===== src/rtl/vn_pkg.sv =====
`timescale 1ns / 1ps
// ----------------------------------------------------------------------------
// vn_pkg: shared types and constants of the vector normalize unit
// Holds the request and response payload types and the fixed field widths.
// ----------------------------------------------------------------------------
package vn_pkg;

   // Width of one vector component; used by the payload structs.
   localparam int COMP_W = 24;

   // Default number of fractional bits of a unit component.
   localparam int FRAC_BITS_DEFAULT = 22;

   typedef struct packed {
      logic signed [COMP_W-1:0] comp_x;
      logic signed [COMP_W-1:0] comp_y;
      logic signed [COMP_W-1:0] comp_z;
   } vn_req_type;

   typedef struct packed {
      logic signed [COMP_W-1:0] unit_x;
      logic signed [COMP_W-1:0] unit_y;
      logic signed [COMP_W-1:0] unit_z;
      logic                     zero_length;
   } vn_rsp_type;

endpackage


===== src/rtl/vn_front.sv =====
`timescale 1ns / 1ps
// ----------------------------------------------------------------------------
// vn_front: magnitude and squared-length stage
// Splits each component into sign and magnitude, squares the magnitudes and
// registers the squared length together with the starting residuals.
// ----------------------------------------------------------------------------
module vn_front
   import vn_pkg::*;
#(
   parameter int FRACTION_BITS = FRAC_BITS_DEFAULT
) (
   input  logic                                      clock,
   input  logic                                      reset,
   input  logic                                      in_valid,
   output logic                                      in_ready,
   input  vn_req_type                                in_data,
   output logic                                      out_valid,
   input  logic                                      out_ready,
   output logic [2*COMP_W+1:0]                       out_sum,
   output logic [2:0][2*COMP_W+2*FRACTION_BITS+3:0]  out_rem,
   output logic [2:0]                                out_neg,
   output logic                                      out_zero
);

   localparam int SW = 2*COMP_W + 2;
   localparam int WW = 2*COMP_W + 2*FRACTION_BITS + 4;

   logic [2:0][COMP_W-1:0]   comp;
   logic [2:0][COMP_W-1:0]   mag;
   logic [2:0][2*COMP_W-1:0] sq;
   logic [SW-1:0]            sum;

   logic                     valid_ff, valid_in;
   logic [SW-1:0]            sum_ff;
   logic [2:0][WW-1:0]       rem_ff, rem_in;
   logic [2:0]               neg_ff, neg_in;
   logic                     zero_ff;

   assign comp[0] = in_data.comp_x;
   assign comp[1] = in_data.comp_y;
   assign comp[2] = in_data.comp_z;

   always_comb begin
      for (int i = 0; i < 3; i++) begin
         neg_in[i] = comp[i][COMP_W-1];
         mag[i]    = neg_in[i] ? (~comp[i] + 1'b1) : comp[i];
         sq[i]     = mag[i] * mag[i];
         rem_in[i] = WW'(sq[i]) << (2*FRACTION_BITS);
      end
      sum = SW'(sq[0]) + SW'(sq[1]) + SW'(sq[2]);
   end

   assign in_ready = !valid_ff || out_ready;
   assign valid_in = in_ready ? in_valid : valid_ff;

   always_ff @(posedge clock) begin
      if (reset) begin
         valid_ff <= 1'b0;
      end else begin
         valid_ff <= valid_in;
      end
   end

   always_ff @(posedge clock) begin
      if (in_valid && in_ready) begin
         sum_ff  <= sum;
         rem_ff  <= rem_in;
         neg_ff  <= neg_in;
         zero_ff <= (sum == '0);
      end
   end

   assign out_valid = valid_ff;
   assign out_sum   = sum_ff;
   assign out_rem   = rem_ff;
   assign out_neg   = neg_ff;
   assign out_zero  = zero_ff;

endmodule


===== config.mk =====
export PLATFORM = sky130hd
export DESIGN_NAME = vn_front
export DESIGN_NICKNAME = d
export VERILOG_FILES = /design/src/rtl/vn_pkg.sv /design/src/rtl/vn_front.sv
export SDC_FILE = /design/constraint.sdc
export NUM_CORES = 2
export LEC_CHECK = 0
export BUFFER_PORTS_ARGS = -buffer_cell sky130_fd_sc_hd__buf_2
export CAP_MARGIN = 20
export CORE_AREA = 2 2 300 450
export CTS_CLUSTER_SIZE = 20
export DETAILED_ROUTE_END_ITERATION = 10
export DIE_AREA = 0 0 302 452
export PLACE_DENSITY = 0.75
export SLEW_MARGIN = 20
export SYNTH_ARGS = -nofsm -noshare
export SYNTH_HDL_FRONTEND = slang
export SYNTH_SLANG_ARGS = --single-unit

===== constraint.sdc =====
create_clock -name clock -period 13.39 [get_ports clock]
set_input_delay 1.339 -clock clock [delete_from_list [all_inputs] [get_ports clock]]
set_output_delay 1.339 -clock clock [all_outputs]
set_load 0.02 [all_outputs]

==> flow_metrics.env <==
export IMPL_dieWidth_um=302
export IMPL_dieHeight_um=452
export IMPL_syn2layout_area_growth_pct=10.0
export IMPL_start_util_pct=44.6
export IMPL_num_fill_cells=12300
export IMPL_synth_edff_count=195
export IMPL_cts_inserted_buffers=17
export IMPL_yosys_area_top_type="fa_1"
export IMPL_synth_common_cells="inv_1 (1862), fa_1 (1316), ha_1 (552), nand2_1 (525), nor2_1 (455)"
export IMPL_period_needed_ps=12920
export IMPL_clockBufferDepth=2
export IMPL_h_tree_depth=4
export IMPL_cts_tree="yes"
export IMPL_yosysWarnings=0
export IMPL_async_flop_share_pct=0
export IMPL_multi_input_area_um2=45600
export IMPL_rows=164
export IMPL_critical_path_class="input port to flip-flop"
export IMPL_status="complete, no violations"
export IMPL_maxCapViolations=0
export IMPL_crit_required_ps=13750
export IMPL_syn_area_um2=59300
export IMPL_synth_top_area_share_pct=44.5
export IMPL_wire_per_inst_um=21.3
export IMPL_clock_root_buffer="clkbuf_16"
export IMPL_ys_ff_latch=196
export IMPL_crit_arrival_ps=13280
export IMPL_place_congestion=0.995
export IMPL_finalSetupViolCount=0
export IMPL_grt_pass1_wl_um=280000
export IMPL_coreArea_um2=133000
export IMPL_cts_sinks=196
export IMPL_vias=44800
export IMPL_fmax_ghz=0.0774
export IMPL_antenna_found_initial=22
export IMPL_utilization_pct=49.1
export IMPL_hold_viol=0
export IMPL_synth_top_cells_by_area="fa_1 (44%), inv_1 (12%), ha_1 (12%), edfxtp_1 (9.9%), nand2_1 (3.3%)"
export IMPL_wirelength_um=183000
export IMPL_synth_main_ff_cell="edfxtp_1"
export IMPL_drt_vias_per_instance=5.21
export IMPL_fin_cells=8588
export IMPL_drt_pass1_iter_count=5
export IMPL_dp_cells=8550
export IMPL_path_common_cell="fa_1"
export IMPL_ios=420
export IMPL_register_area_um2=5880
export IMPL_grt_start_max_net_pins=160
export IMPL_grt_total_usage_pct=27.6
export IMPL_synth_seq_area_share_pct=9.92
export IMPL_ant_nets=0
export IMPL_postCtsHoldBufs=0
export IMPL_grt_pass1_vias=49300
export IMPL_dp_hpwl_um=159000
export IMPL_nets=8772
export IMPL_grt_ovfl_total=0
export IMPL_insertion_delay_ps=540
export IMPL_hp_class="flip-flop to flip-flop"
export IMPL_worst_path_max_delay_cell="xor2_1"
export IMPL_fin_crit_sh_pct=96.5
export IMPL_syn_inst=6311
export IMPL_critPathMaxFanout=4
export IMPL_worstMarginPinSlew_ps=1250
export IMPL_syn_area_per_cell_um2=9.39
export IMPL_yosysMostFrequentCell="inv_1"
export IMPL_fin_skew_ps=20.6
export IMPL_cpPeakStageDelay_ps=600
export IMPL_clkTransAtPathRegs_ps=80
export IMPL_port_buffers=272
export IMPL_drive_gt1_share_pct=10.1
export IMPL_dieArea_um2=137000
export IMPL_end_kind="flip-flop"
export IMPL_ys_types=85
export IMPL_drc=0
export IMPL_drt_iter0_markers=3051
export IMPL_cp_start_kind="input port"
export IMPL_relSlewSlack_pct=15.9
export IMPL_final_max_slew_violation_count=0
cells in the final DEF (no fill, tap or decap), types with 10 or more instances in the layout:
cell          n
nor3_1       37
nor2b_1      24
and3_1       13
o211ai_1     11
clkbuf_16    17
conb_1      198
xnor2_1     179
nand3_1      34
a21oi_1     160
o21bai_1     31
nand2_1     525
nand2b_1     36
buf_4       314
inv_1      1862
nor2_1      453
or3_1        13
a31oi_1      24
and2_1       24
a21o_1       72
ha_1        550
o31ai_1      17
fa_1       1316
a211oi_1     12
xor2_1       92
o21a_1       24
edfxtp_1    195
nand4_1      19
or4_1        13
a211o_1      10
buf_2       272
clkinv_1     16
o21ai_0     103
path summary, 6_finish.rpt:
kind	startpoint	slack [ps]	to	depth (start not counted)
worst max-delay path	in_data[57]	470	out_zero$_DFFE_PP_	39
worst min-delay path	out_valid$_SDFFE_PP0N_	530	out_valid$_SDFFE_PP0N_	2
worst max register to register	out_valid$_SDFFE_PP0N_	11070	out_rem[62]$_DFFE_PP_	3
worst min register to register	out_valid$_SDFFE_PP0N_	530	out_valid$_SDFFE_PP0N_	2
cells by family after synthesis:
group           share of synthesized area (%)
other cells                            0.0127
fa+ha+maj                                56.1
simple gates                             8.94
flops                                    9.92
buf+inv                                  14.7
xor+xnor                                 4.17
mux                                    0.0338
compound gates                           6.12
registers in the layout, indices dropped and copies added (netlist names):
name	count
out_rem	141
out_neg	3
out_sum	50
out_valid	1
out_zero	1
critical path, delay by kind of cell:
kind / cells / cell delay, ps
XOR/XNOR: 3 / 1070
AO/OA/AOI/OAI: 12 / 2720
AND/OR/NAND/NOR: 9 / 2640
buffers and inverters: 5 / 810
adder cells (fa/ha/maj): 10 / 4680
per-stage QoR:
stage               instance area [µm²]  worst slack (ps)  TNS [ps]  hold slack [ps]
global placement                  64300               187         0              514
floorplan                         60000               408         0              729
CTS                               65000               501         0              538
global route                      65200             -48.7     -48.7              564
detailed placement                64300             -37.8     -37.8              522
finish                            65200               472         0              530
timing repair:
action,in CTS,in global routing
endpoints found under the setup margin,0,3
gates resized for setup,0,31
buffers inserted,0,2
cell type report:
class | count | share of cell area (%)
antenna | 4 | 0.0154
inverter | 1883 | 10.8
multi-input combinational | 4141 | 70.0
clock inverter | 14 | 0.353
sequential | 196 | 9.01
timing repair buffer | 589 | 5.80
clock buffer | 18 | 0.658
tap | 1743 | 3.35
routing by layer:
layer | track usage (%) | wire length (µm)
met5 | 0 | 118
met1 | 30.8 | 62200
met2 | 47.8 | 91800
met3 | 4.84 | 14200
met4 | 18.5 | 14300
Power is not shown: default switching activity piles up to over one toggle a cycle in this logic, so the estimate is an artifact.
