--- src/rtl/vn_pkg.sv ---
`timescale 1ns / 1ps
// ----------------------------------------------------------------------------
// vn_pkg: shared types and constants of the vector normalize unit
// Holds the request and response payload types and the fixed field widths.
// ----------------------------------------------------------------------------
package vn_pkg;

   // Width of one vector component; used by the payload structs.
   localparam int COMP_W = 24;

   // Default number of fractional bits of a unit component.
   localparam int FRAC_BITS_DEFAULT = 22;

   typedef struct packed {
      logic signed [COMP_W-1:0] comp_x;
      logic signed [COMP_W-1:0] comp_y;
      logic signed [COMP_W-1:0] comp_z;
   } vn_req_type;

   typedef struct packed {
      logic signed [COMP_W-1:0] unit_x;
      logic signed [COMP_W-1:0] unit_y;
      logic signed [COMP_W-1:0] unit_z;
      logic                     zero_length;
   } vn_rsp_type;

endpackage

--- src/rtl/vn_out.sv ---
`timescale 1ns / 1ps
// ----------------------------------------------------------------------------
// vn_out: sign, saturation and output register
// Applies the component signs to the unit magnitudes, clamps them to the
// component range and holds the finished item for the response channel.
// ----------------------------------------------------------------------------
module vn_out
   import vn_pkg::*;
#(
   parameter int FRACTION_BITS = FRAC_BITS_DEFAULT
) (
   input  logic                        clock,
   input  logic                        reset,
   input  logic                        in_valid,
   output logic                        in_ready,
   input  logic [2:0][FRACTION_BITS:0] in_q,
   input  logic [2:0]                  in_neg,
   input  logic                        in_zero,
   output logic                        out_valid,
   input  logic                        out_ready,
   output vn_rsp_type                  out_data
);

   localparam int QW = FRACTION_BITS + 1;
   localparam int XW = ((QW > COMP_W) ? QW : COMP_W) + 1;
   localparam logic [XW-1:0] LIM_POS = (XW'(1) << (COMP_W - 1)) - XW'(1);
   localparam logic [XW-1:0] LIM_NEG = XW'(1) << (COMP_W - 1);

   logic [2:0][XW-1:0]     qx, clip;
   logic [2:0][COMP_W-1:0] unit;
   logic                   valid_ff, valid_in;
   vn_rsp_type             data_ff, data_in;

   always_comb begin
      for (int i = 0; i < 3; i++) begin
         qx[i] = XW'(in_q[i]);
         if (in_neg[i]) begin
            clip[i] = (qx[i] > LIM_NEG) ? LIM_NEG : qx[i];
            clip[i] = ~clip[i] + 1'b1;
         end else begin
            clip[i] = (qx[i] > LIM_POS) ? LIM_POS : qx[i];
         end
         unit[i] = in_zero ? '0 : clip[i][COMP_W-1:0];
      end
      data_in.unit_x      = unit[0];
      data_in.unit_y      = unit[1];
      data_in.unit_z      = unit[2];
      data_in.zero_length = in_zero;
   end

   assign in_ready = !valid_ff || out_ready;
   assign valid_in = in_ready ? in_valid : valid_ff;

   always_ff @(posedge clock) begin
      if (reset) begin
         valid_ff <= 1'b0;
      end else begin
         valid_ff <= valid_in;
      end
   end

   always_ff @(posedge clock) begin
      if (in_valid && in_ready) begin
         data_ff <= data_in;
      end
   end

   assign out_valid = valid_ff;
   assign out_data  = data_ff;

endmodule
--- config.mk ---
export PLATFORM = sky130hd
export DESIGN_NAME = vn_out
export DESIGN_NICKNAME = d
export VERILOG_FILES = /design/src/rtl/vn_pkg.sv /design/src/rtl/vn_out.sv
export SDC_FILE = /design/constraint.sdc
export NUM_CORES = 1
export LEC_CHECK = 0
export BUFFER_PORTS_ARGS = -buffer_cell sky130_fd_sc_hd__buf_4
export CORE_MARGIN = 3
export CORE_UTILIZATION = 45
export CTS_CLUSTER_DIAMETER = 150
export DETAILED_ROUTE_END_ITERATION = 8
export HOLD_SLACK_MARGIN = 0.08
export PLACE_DENSITY_LB_ADDON = 0.2
export SLEW_MARGIN = 20
export SYNTH_ARGS = -nofsm -noshare
export SYNTH_HDL_FRONTEND = slang
export SYNTH_SLANG_ARGS = --single-unit
export TNS_END_PERCENT = 30
--- constraint.sdc ---
create_clock -name clock -period 5.67 [get_ports clock]
set_input_delay 0.2835 -clock clock [delete_from_list [all_inputs] [get_ports clock]]
set_output_delay 0.2835 -clock clock [all_outputs]
set_load 0.02 [all_outputs]
==> results.md <==
- Critical-path cell list: buf_4 -> or4_1 -> or4_2 -> o21ai_1 -> mux2_2
- Hold EP: out_valid$_SDFFE_PP0N_
- Sw Share: 29.27%
- Die Y-Extent: 107.3 µm
- Post-synth EDFFs: between 70 and 80
- Seq/Total Area, Yosys: between 40 and 50%
- Total Nets Final: about 670
- Worst EP arrival: 2360 ps
- Status: finished clean
- CP startpoint kind: primary input
- Antenna violations before repair: 0
- Initial Util: between 40% and 50%
- Worst r2r path cells: 2
- Clock buffer depth: 2
- Remaining DRCs: 0
- Clock buffer count from CTS: 9
- Slew @ Worst Pin: 959.8 ps
- Register share of total power: about half
- Drt pass-1 iters: 4
- Post-route minimum period: 2269 ps
- Worst hold margin: 180.7 ps
- Final hold violations: 0
- Reg2reg end: out_data[26]$_SDFFCE_PP0P_
- Hold Path Origin: in_valid
- Slowest cell on the critical path: or4_2
- Clock network power share: 26.4%
- Hold_buf cts: 1
- 1st-iter DRT viols: approximately 170
- Share of cells above drive strength 1: 31.21%
- Slew HR: 36.01%
- Post-synth top flop: edfxtp_1
- Commonest non-fill, non-tap cell in the layout: buf_4
- Cell internal pwr: between 0.9 and 1 mW
- PortBufs: 151
- Io pins: 152
- Max IR drop VDD: between 0.1 and 0.15 mV
- Site row count: 36
- GRT Total Usage: 19.42%
- Total grt overflow: 0
- RSZ-0062 raised after global routing: false
- Lkg Pwr: 2.351 nW
- Clk_lat worst skew: ~340 ps
- Final setup fails: 0
- Yosys reg bits: 74
- Largest net degree at the start of global routing: 101
- Fillers: 844
- RD Place Congestion: 0.8099
- Asr flop ratio synth: 0%
- Worst-path clk slew: 80 ps
- P&R area growth vs syn: 28.83%
- Syn_nets: 544
- Commonest non-fill, non-tap cells in the layout: buf_4, edfxtp_1, nor2_1
- Slew Limit Fails: 0
- Postcts setup bufs: 0
- Die ar.: 11510 µm²
- WS Path Type: in2reg
- Antenna cells: 0
- Cell area power density: around 220 nW/µm²
- Dpl hpwl: ~8000 µm
- Vias in the first global route: 3728
- Crit path capture type: flip-flop
- Wire per inst: between 15 and 20 µm
- Synth unique cells: 52
- Post_cts resized: 0
- Warnings from Yosys: 0
- Post-route ant nets: 0
- Worst path max stage delay: 780 ps
- Clock Tree Root: clkbuf_8
- Clock sinks: 74
- Comb power frac: 23.7%
- Max-cap violations: 0
- Hold path depth: 3
- Vias: 4034
- RR Startpoint: out_valid$_SDFFE_PP0N_
- Worst Clk Skew: roughly 4.6 ps
- First-pass GRT wire length: 18040 µm
- H-tree depth: 3
- Highest clock rate: 440.7 MHz
- WP data required: between 5000 and 6000 ps
- Cell area after synthesis: 4617 µm²
- Hold Path Class: in2reg
- Final Cycle Share: 40.02%
- Synthesized instance count: between 400 and 500
- Synthesized area per cell: 9.950 µm²
- Total routed wirelength: 11240 µm
- CTS tree: yes
- Vias/cell: around 5.5
- Core box area: just under 10000 µm²
- Die X: about 110 µm
- CP Max Fanout: 7
- Reg-to-reg slack, setup: 4070 ps
- Setup tns final: 0 ps
- P_sw: 0.3899 mW
## Yosys cell counts, types with 6 or more instances
library cell,number,share of area [%]
o31ai_1,11,1.8
inv_1,15,1.2
xnor2_1,8,1.5
o21ai_0,16,1.7
a21oi_1,16,1.7
nor2b_1,9,1.2
o311ai_0,14,2.7
and3_1,8,1.1
nor2_1,62,5.0
nand2b_1,6,0.81
nand2_1,22,1.8
mux2i_1,8,1.7
edfxtp_1,73,47
nor3b_1,16,2.6
clkbuf_1,29,2.4
or4_1,10,1.6
or3_1,11,1.5
xor2_1,29,5.5
nor3_1,12,1.3
o41ai_1,10,1.9
nor4_1,10,1.4
nand3_1,10,1.1
## metrics by stage
stage	power [mW]	worst slack (ps)	instance area, µm²	util, %	cells
after floorplan	0.8489	2864	4617	-	464
after global placement	0.9868	3103	5779	58.59	713
after detailed placement	0.9947	3053	5779	58.59	713
after CTS	1.343	3422	5948	60.30	729
after global routing	1.396	3222	5948	60.30	729
final	1.332	3401	5948	60.30	729
## state kept, by name (all words and copies together) (netlist names)
| name | cells |
|---|---|
| out_valid | 1 |
| out_data | 73 |
## final cells by class
class / count / area, µm² / share of cell area, %
clock buffers: 9 / 123.9 / 2.082
multi-input cells: 340 / 2211 / 37.17
flip-flops and latches: 74 / 2212 / 37.19
inverters: 15 / 56.30 / 0.9466
clock inverters: 6 / 35.03 / 0.5890
repair buffers: 152 / 1144 / 19.23
well taps: 133 / 166.4 / 2.798
## routing by layer
| metal | routed length, µm | global-route usage (%) | share of wire (%) |
|---|---|---|---|
| met1 | 4888 | 25.94 | 43 |
| met2 | 5626 | 31.59 | 50 |
| met3 | 581 | 4.259 | 5.2 |
| met4 | 144 | 6.027 | 1.3 |
| met5 | 0 | 0 | 0 |
## cells by family (layout without fill, tap and decap cells)
kind of cell	after synthesis	in the layout	synth area share [%]
muxes	11	11	2.466
AOI/OAI and AO/OA	83	83	12.68
and+or+nand+nor	206	206	24.85
buffers and inverters	50	182	4.254
xor gates and xnor gates	37	37	7.019
adders and majority gates	3	3	0.8131
DFF	74	74	47.91
## power groups by stage
stage,clock network (mW),registers [mW],logic (mW)
final,0.351,0.666,0.315
after global placement,0,0.678,0.309
after floorplan,0,0.732,0.117
after CTS,0.359,0.666,0.318
after detailed placement,0,0.678,0.316
after global routing,0.381,0.670,0.345
## critical path, delay by kind of cell
family          cells  cell delay [ps]
compound gates      1              190
buf+inv             1              120
simple gates        2             1420
mux                 1              350
## worst max-delay path by stage
stage | start | end | slack, ps
2_1_floorplan | out_valid$_SDFFE_PP0N_ | out_data[0]$_DFFE_PP_ | 2860
3_3_place_gp | in_q[49] | out_data[16]$_SDFFCE_PP0P_ | 3100
3_5_place_dp | in_zero | out_data[19]$_SDFFCE_PP0P_ | 3050
4_1_cts | in_zero | out_data[19]$_SDFFCE_PP0P_ | 3420
5_1_grt | in_zero | out_data[69]$_SDFFCE_PP0P_ | 3220
6_report | in_q[49] | out_data[16]$_SDFFCE_PP0P_ | 3400
No activity file was read; power rests on OpenSTA's default activity.
