===== config.mk =====
export PLATFORM = sky130hd
export DESIGN_NAME = vn_cell
export DESIGN_NICKNAME = d
export VERILOG_FILES = /design/src/rtl/vn_pkg.sv /design/src/rtl/vn_cell.sv
export SDC_FILE = /design/constraint.sdc
export NUM_CORES = 2
export LEC_CHECK = 0
export ABC_AREA = 0
export BUFFER_PORTS_ARGS = -buffer_cell sky130_fd_sc_hd__buf_2
export CORE_AREA = 2 2 544 546
export DETAILED_ROUTE_END_ITERATION = 8
export DIE_AREA = 0 0 546 548
export SYNTH_ARGS = -nofsm -noshare
export SYNTH_HDL_FRONTEND = slang
export SYNTH_SLANG_ARGS = --single-unit

===== constraint.sdc =====
create_clock -name clock -period 29.6 [get_ports clock]
set_input_delay 5.92 -clock clock [delete_from_list [all_inputs] [get_ports clock]]
set_output_delay 5.92 -clock clock [all_outputs]
set_load 0.01 [all_outputs]

===== src/rtl/vn_pkg.sv =====
`timescale 1ns / 1ps
// ----------------------------------------------------------------------------
// vn_pkg: shared types and constants of the vector normalize unit
// Holds the request and response payload types and the fixed field widths.
// ----------------------------------------------------------------------------
package vn_pkg;

   // Width of one vector component; used by the payload structs.
   localparam int COMP_W = 24;

   // Default number of fractional bits of a unit component.
   localparam int FRAC_BITS_DEFAULT = 22;

   typedef struct packed {
      logic signed [COMP_W-1:0] comp_x;
      logic signed [COMP_W-1:0] comp_y;
      logic signed [COMP_W-1:0] comp_z;
   } vn_req_type;

   typedef struct packed {
      logic signed [COMP_W-1:0] unit_x;
      logic signed [COMP_W-1:0] unit_y;
      logic signed [COMP_W-1:0] unit_z;
      logic                     zero_length;
   } vn_rsp_type;

endpackage


===== src/rtl/vn_cell.sv =====
`timescale 1ns / 1ps
// ----------------------------------------------------------------------------
// vn_cell: one quotient bit of the unit search
// Tries to set bit BIT_POS of q for all three components. The residual
// rem = mag^2*2^(2F) - q^2*S and the running product qs = q*S are kept, so
// the trial (q+2^b)^2*S - q^2*S needs only shifts and adds.
// ----------------------------------------------------------------------------
module vn_cell
   import vn_pkg::*;
#(
   parameter int FRACTION_BITS = FRAC_BITS_DEFAULT,
   parameter int BIT_POS       = 0
) (
   input  logic                                      clock,
   input  logic                                      reset,
   input  logic                                      in_valid,
   output logic                                      in_ready,
   input  logic [2*COMP_W+1:0]                       in_sum,
   input  logic [2:0][2*COMP_W+2*FRACTION_BITS+3:0]  in_rem,
   input  logic [2:0][2*COMP_W+2*FRACTION_BITS+3:0]  in_prod,
   input  logic [2:0][FRACTION_BITS:0]               in_q,
   input  logic [2:0]                                in_neg,
   input  logic                                      in_zero,
   output logic                                      out_valid,
   input  logic                                      out_ready,
   output logic [2*COMP_W+1:0]                       out_sum,
   output logic [2:0][2*COMP_W+2*FRACTION_BITS+3:0]  out_rem,
   output logic [2:0][2*COMP_W+2*FRACTION_BITS+3:0]  out_prod,
   output logic [2:0][FRACTION_BITS:0]               out_q,
   output logic [2:0]                                out_neg,
   output logic                                      out_zero
);

   localparam int SW = 2*COMP_W + 2;
   localparam int WW = 2*COMP_W + 2*FRACTION_BITS + 4;
   localparam int QW = FRACTION_BITS + 1;

   logic [WW-1:0]         sum_wide;
   logic [2:0][WW-1:0]    trial;
   logic [2:0][WW-1:0]    rem_in, prod_in;
   logic [2:0][QW-1:0]    q_in;

   logic                  valid_ff, valid_in;
   logic [SW-1:0]         sum_ff;
   logic [2:0][WW-1:0]    rem_ff, prod_ff;
   logic [2:0][QW-1:0]    q_ff;
   logic [2:0]            neg_ff;
   logic                  zero_ff;

   assign sum_wide = WW'(in_sum);

   always_comb begin
      for (int i = 0; i < 3; i++) begin
         trial[i] = (in_prod[i] << (BIT_POS + 1)) + (sum_wide << (2*BIT_POS));
         if (trial[i] <= in_rem[i]) begin
            rem_in[i]  = in_rem[i] - trial[i];
            prod_in[i] = in_prod[i] + (sum_wide << BIT_POS);
            q_in[i]    = in_q[i] | (QW'(1) << BIT_POS);
         end else begin
            rem_in[i]  = in_rem[i];
            prod_in[i] = in_prod[i];
            q_in[i]    = in_q[i];
         end
      end
   end

   assign in_ready = !valid_ff || out_ready;
   assign valid_in = in_ready ? in_valid : valid_ff;

   always_ff @(posedge clock) begin
      if (reset) begin
         valid_ff <= 1'b0;
      end else begin
         valid_ff <= valid_in;
      end
   end

   always_ff @(posedge clock) begin
      if (in_valid && in_ready) begin
         sum_ff  <= in_sum;
         rem_ff  <= rem_in;
         prod_ff <= prod_in;
         q_ff    <= q_in;
         neg_ff  <= in_neg;
         zero_ff <= in_zero;
      end
   end

   assign out_valid = valid_ff;
   assign out_sum   = sum_ff;
   assign out_rem   = rem_ff;
   assign out_prod  = prod_ff;
   assign out_q     = q_ff;
   assign out_neg   = neg_ff;
   assign out_zero  = zero_ff;

endmodule


==> results.yml <==
sta:
  clock_skew_ns: 0.0399
  rsz0062_at_grt: "no"
  timing.final.crit_share_pct: 51.2
  finalMaxSlewViolations: 0
  maxSlewHeadroom_pct: 24.1
  tightest_slew_ns: 1.13
  finalHoldViolations: 0
  tns_ns: 0
  period_minus_slack_ns: 15.14
  setup_viol: 0
  fmax_ghz: 0.0660
global_routing:
  grt_max_degree: 239
  grt_pass1_wl_um: 528000
  grt_antenna_before_repair: 255
  overflow: 0
  grt_usage_pct: 25.4
  grt_pass1_vias: 62738
clock_network:
  htree_levels: 3
  post_cts_resized: 0
  worstSkewPairLatency_ns: 0.86
  numCtsBuffers: 102
  cts_hold_buf: 0
  post_cts_buffers: 0
  clk_path_buf_depth: 4
  cts_tree: "built"
  root_buffer: "clkbuf_16"
  clkTransAtPathRegs_ns: 0.06
  clock-sinks: 700
synth:
  ys_top_cells_by_count: "a21oi_1 (919), nand2_1 (789), edfxtp_1 (699)"
  yosysMostFrequentCell: "a21oi_1"
  async_flop_share_pct: 0
  synth_area_leader_cell: "edfxtp_1"
  synth_fp_nets: 8827
  ys.flop_type: "edfxtp_1"
  ys_warn_count: 0
  ys_seq_area_share_pct: 32.5
  synth_edf_count: 699
  synthCells: 7530
  ys_ff_latch: 700
  netlist_area_um2: 64600
  synth_area_per_cell_um2: 8.58
  ys_types: 107
  synth_top_area_share_pct: 32.5
  synth.area.top_cells: "edfxtp_1 (33%), ha_1 (11%), a21oi_1 (7.1%)"
route:
  routed_wl_um: 398000
  ant_nets: 0
  m1WireLength_um: 148000
  dr_wl_met2_um: 182000
  dr.pass1.iters: 6
  viasPerCell: 5.16
  wl_met3_um: 39500
  drt_iter0_drc: 6142
  wl_per_cell_um: 30.8
  drcViolationCount: 0
  highest_layer: "met5"
  vias: 66647
pwr:
  power_w: 0.00447
  pwr_density_cell_nw_per_um2: 56.2
  p_leak_nw: 33.0
  ir_worst_vdd_mv: 0.0453
final_layout:
  drive_gt1_share_pct: 19.9
  multi_input_area_um2: 41400
  final_nets: 10073
  fillers: 32142
  final_util_pct: 27.1
  seqCellArea_um2: 21000
  final_area_um2: 79500
  syn2layout_area_growth_pct: 23.2
place:
  place_hpwl_um: 340000
  post_dp_cell_area_um2: 75800
  gp_congestion: 1.01
  port-buffer-count: 1403
setup_path:
  crit_arrival_ns: 15.70
  critPathLaunchType: "input port"
  cp_common_cell: "nor2_1"
  cp_num_buf_inv: 4
  crit_path_max_fanout: 163
  critical_path_class: "input port to register"
  crit_slowest_cell: "a311oi_1"
  critical-path-top-delay-family: "compound AO/OA/AOI/OAI gates"
  end_kind: "register"
  critPathRequiredTime_ns: 30.16
  crit_path_max_incr_delay_ns: 0.76
floorplanning:
  core_area_um2: 293000
  die-area_um2: 299000
  ioPinCount: 1404
  die_h_um: 548
  rows: 199
  initial_core_util_pct: 22.0
  die_width_um: 546
min_path:
  holdCritPathClass: "register to register"
run:
  maxCapViolations: 0
run_status:
  status: "finished clean"
cell usage in the layout (no fill, tap or decap), types with 16 or more instances in the layout:
cell	n
buf_2	1403
a21oi_1	919
nand2_1	789
edfxtp_1	699
nor2_1	624
ha_1	585
o21ai_0	540
xnor2_1	441
a21o_1	391
xor2_1	366
nand4_1	227
nand3_1	203
inv_1	187
diode_2	146
o21bai_1	123
nor3_1	107
clkbuf_16	103
and3_1	98
buf_4	88
a31oi_1	83
nor2b_1	62
nand2b_1	60
o21a_1	47
nor4_1	39
o211ai_1	36
or3_1	35
a211oi_1	33
and2_1	30
and4_1	30
o21ai_1	27
o31ai_1	25
a21boi_0	24
a221oi_1	22
or2_2	21
a221o_1	19
nand3b_1	17
o31a_1	16
a211o_1	16
a31o_2	16
clkinvlp_4	16
cell type report:
type | instances | share of cell area [%]
diodes | 146 | 0.459
clock buffers | 109 | 3.27
clock inverters | 73 | 0.997
inverters | 188 | 0.887
multi-input cells | 6291 | 52.1
flip-flops and latches | 700 | 26.4
well taps | 3919 | 6.16
repair buffers | 1493 | 9.71
cell families (layout without fill, tap and decap cells):
| group | Yosys count | in the layout | synth area share [%] |
|---|---|---|---|
| flops | 700 | 700 | 32.5 |
| buf+inv | 539 | 1863 | 3.36 |
| mux | 14 | 14 | 0.240 |
| xor+xnor | 807 | 807 | 10.9 |
| simple gates | 2383 | 2383 | 17.3 |
| compound gates | 2493 | 2493 | 24.0 |
| fa+ha+maj | 594 | 594 | 11.6 |
| other cells | 0 | 146 | 0 |
report_power, final:
group,switching (W),total [W],internal [W]
Combinational,0.00126,0.00189,0.000634
Sequential,0.0000466,0.00129,0.00124
Clock,0.000552,0.00130,0.000744
Total,0.00186,0.00447,0.00262
worst paths after layout:
path	from	end	slack, ns	cells past startpoint
worst min register to register	out_valid$_SDFFE_PP0N_	out_valid$_SDFFE_PP0N_	0.54	2
worst max-delay path	in_prod[192]	out_prod[229]$_DFFE_PP_	14.46	27
worst min-delay path	out_valid$_SDFFE_PP0N_	out_valid$_SDFFE_PP0N_	0.54	2
worst max register to register	out_valid$_SDFFE_PP0N_	out_rem[81]$_DFFE_PP_	24.34	7
worst reg2reg max path, cell delays in order (launching register included):
cell and delay, ns:
dfxtp_1 0.31, nand2b_1 0.11, and2_4 0.58, buf_4 0.66
buf_4 0.85, buf_4 0.80, buf_4 0.76, buf_4 0.75
flip-flops by register name (all words and copies together) (netlist names):
| name | flops |
|---|---|
| out_neg | 3 |
| out_prod | 288 |
| out_q | 69 |
| out_rem | 288 |
| out_sum | 50 |
| out_valid | 1 |
| out_zero | 1 |
metrics by stage:
stage	worst slack [ns]	instances	hold WS [ns]
6_report	14.46	12919	0.538
5_1_grt	13.94	12860	0.555
4_1_cts	14.59	12773	0.539
3_5_place_dp	13.72	12591	0.528
3_3_place_gp	13.79	12591	0.539
2_1_floorplan	6.51	7530	0.593
layer usage:
metal | up-vias | global-route usage, %
met2 | 3288 | 41.2
met4 | 78 | 16.3
met3 | 855 | 8.68
li1 | 30617 | -
met1 | 31809 | 28.3
met5 | - | 0
Note: power is estimated with default switching activity, not from simulation.
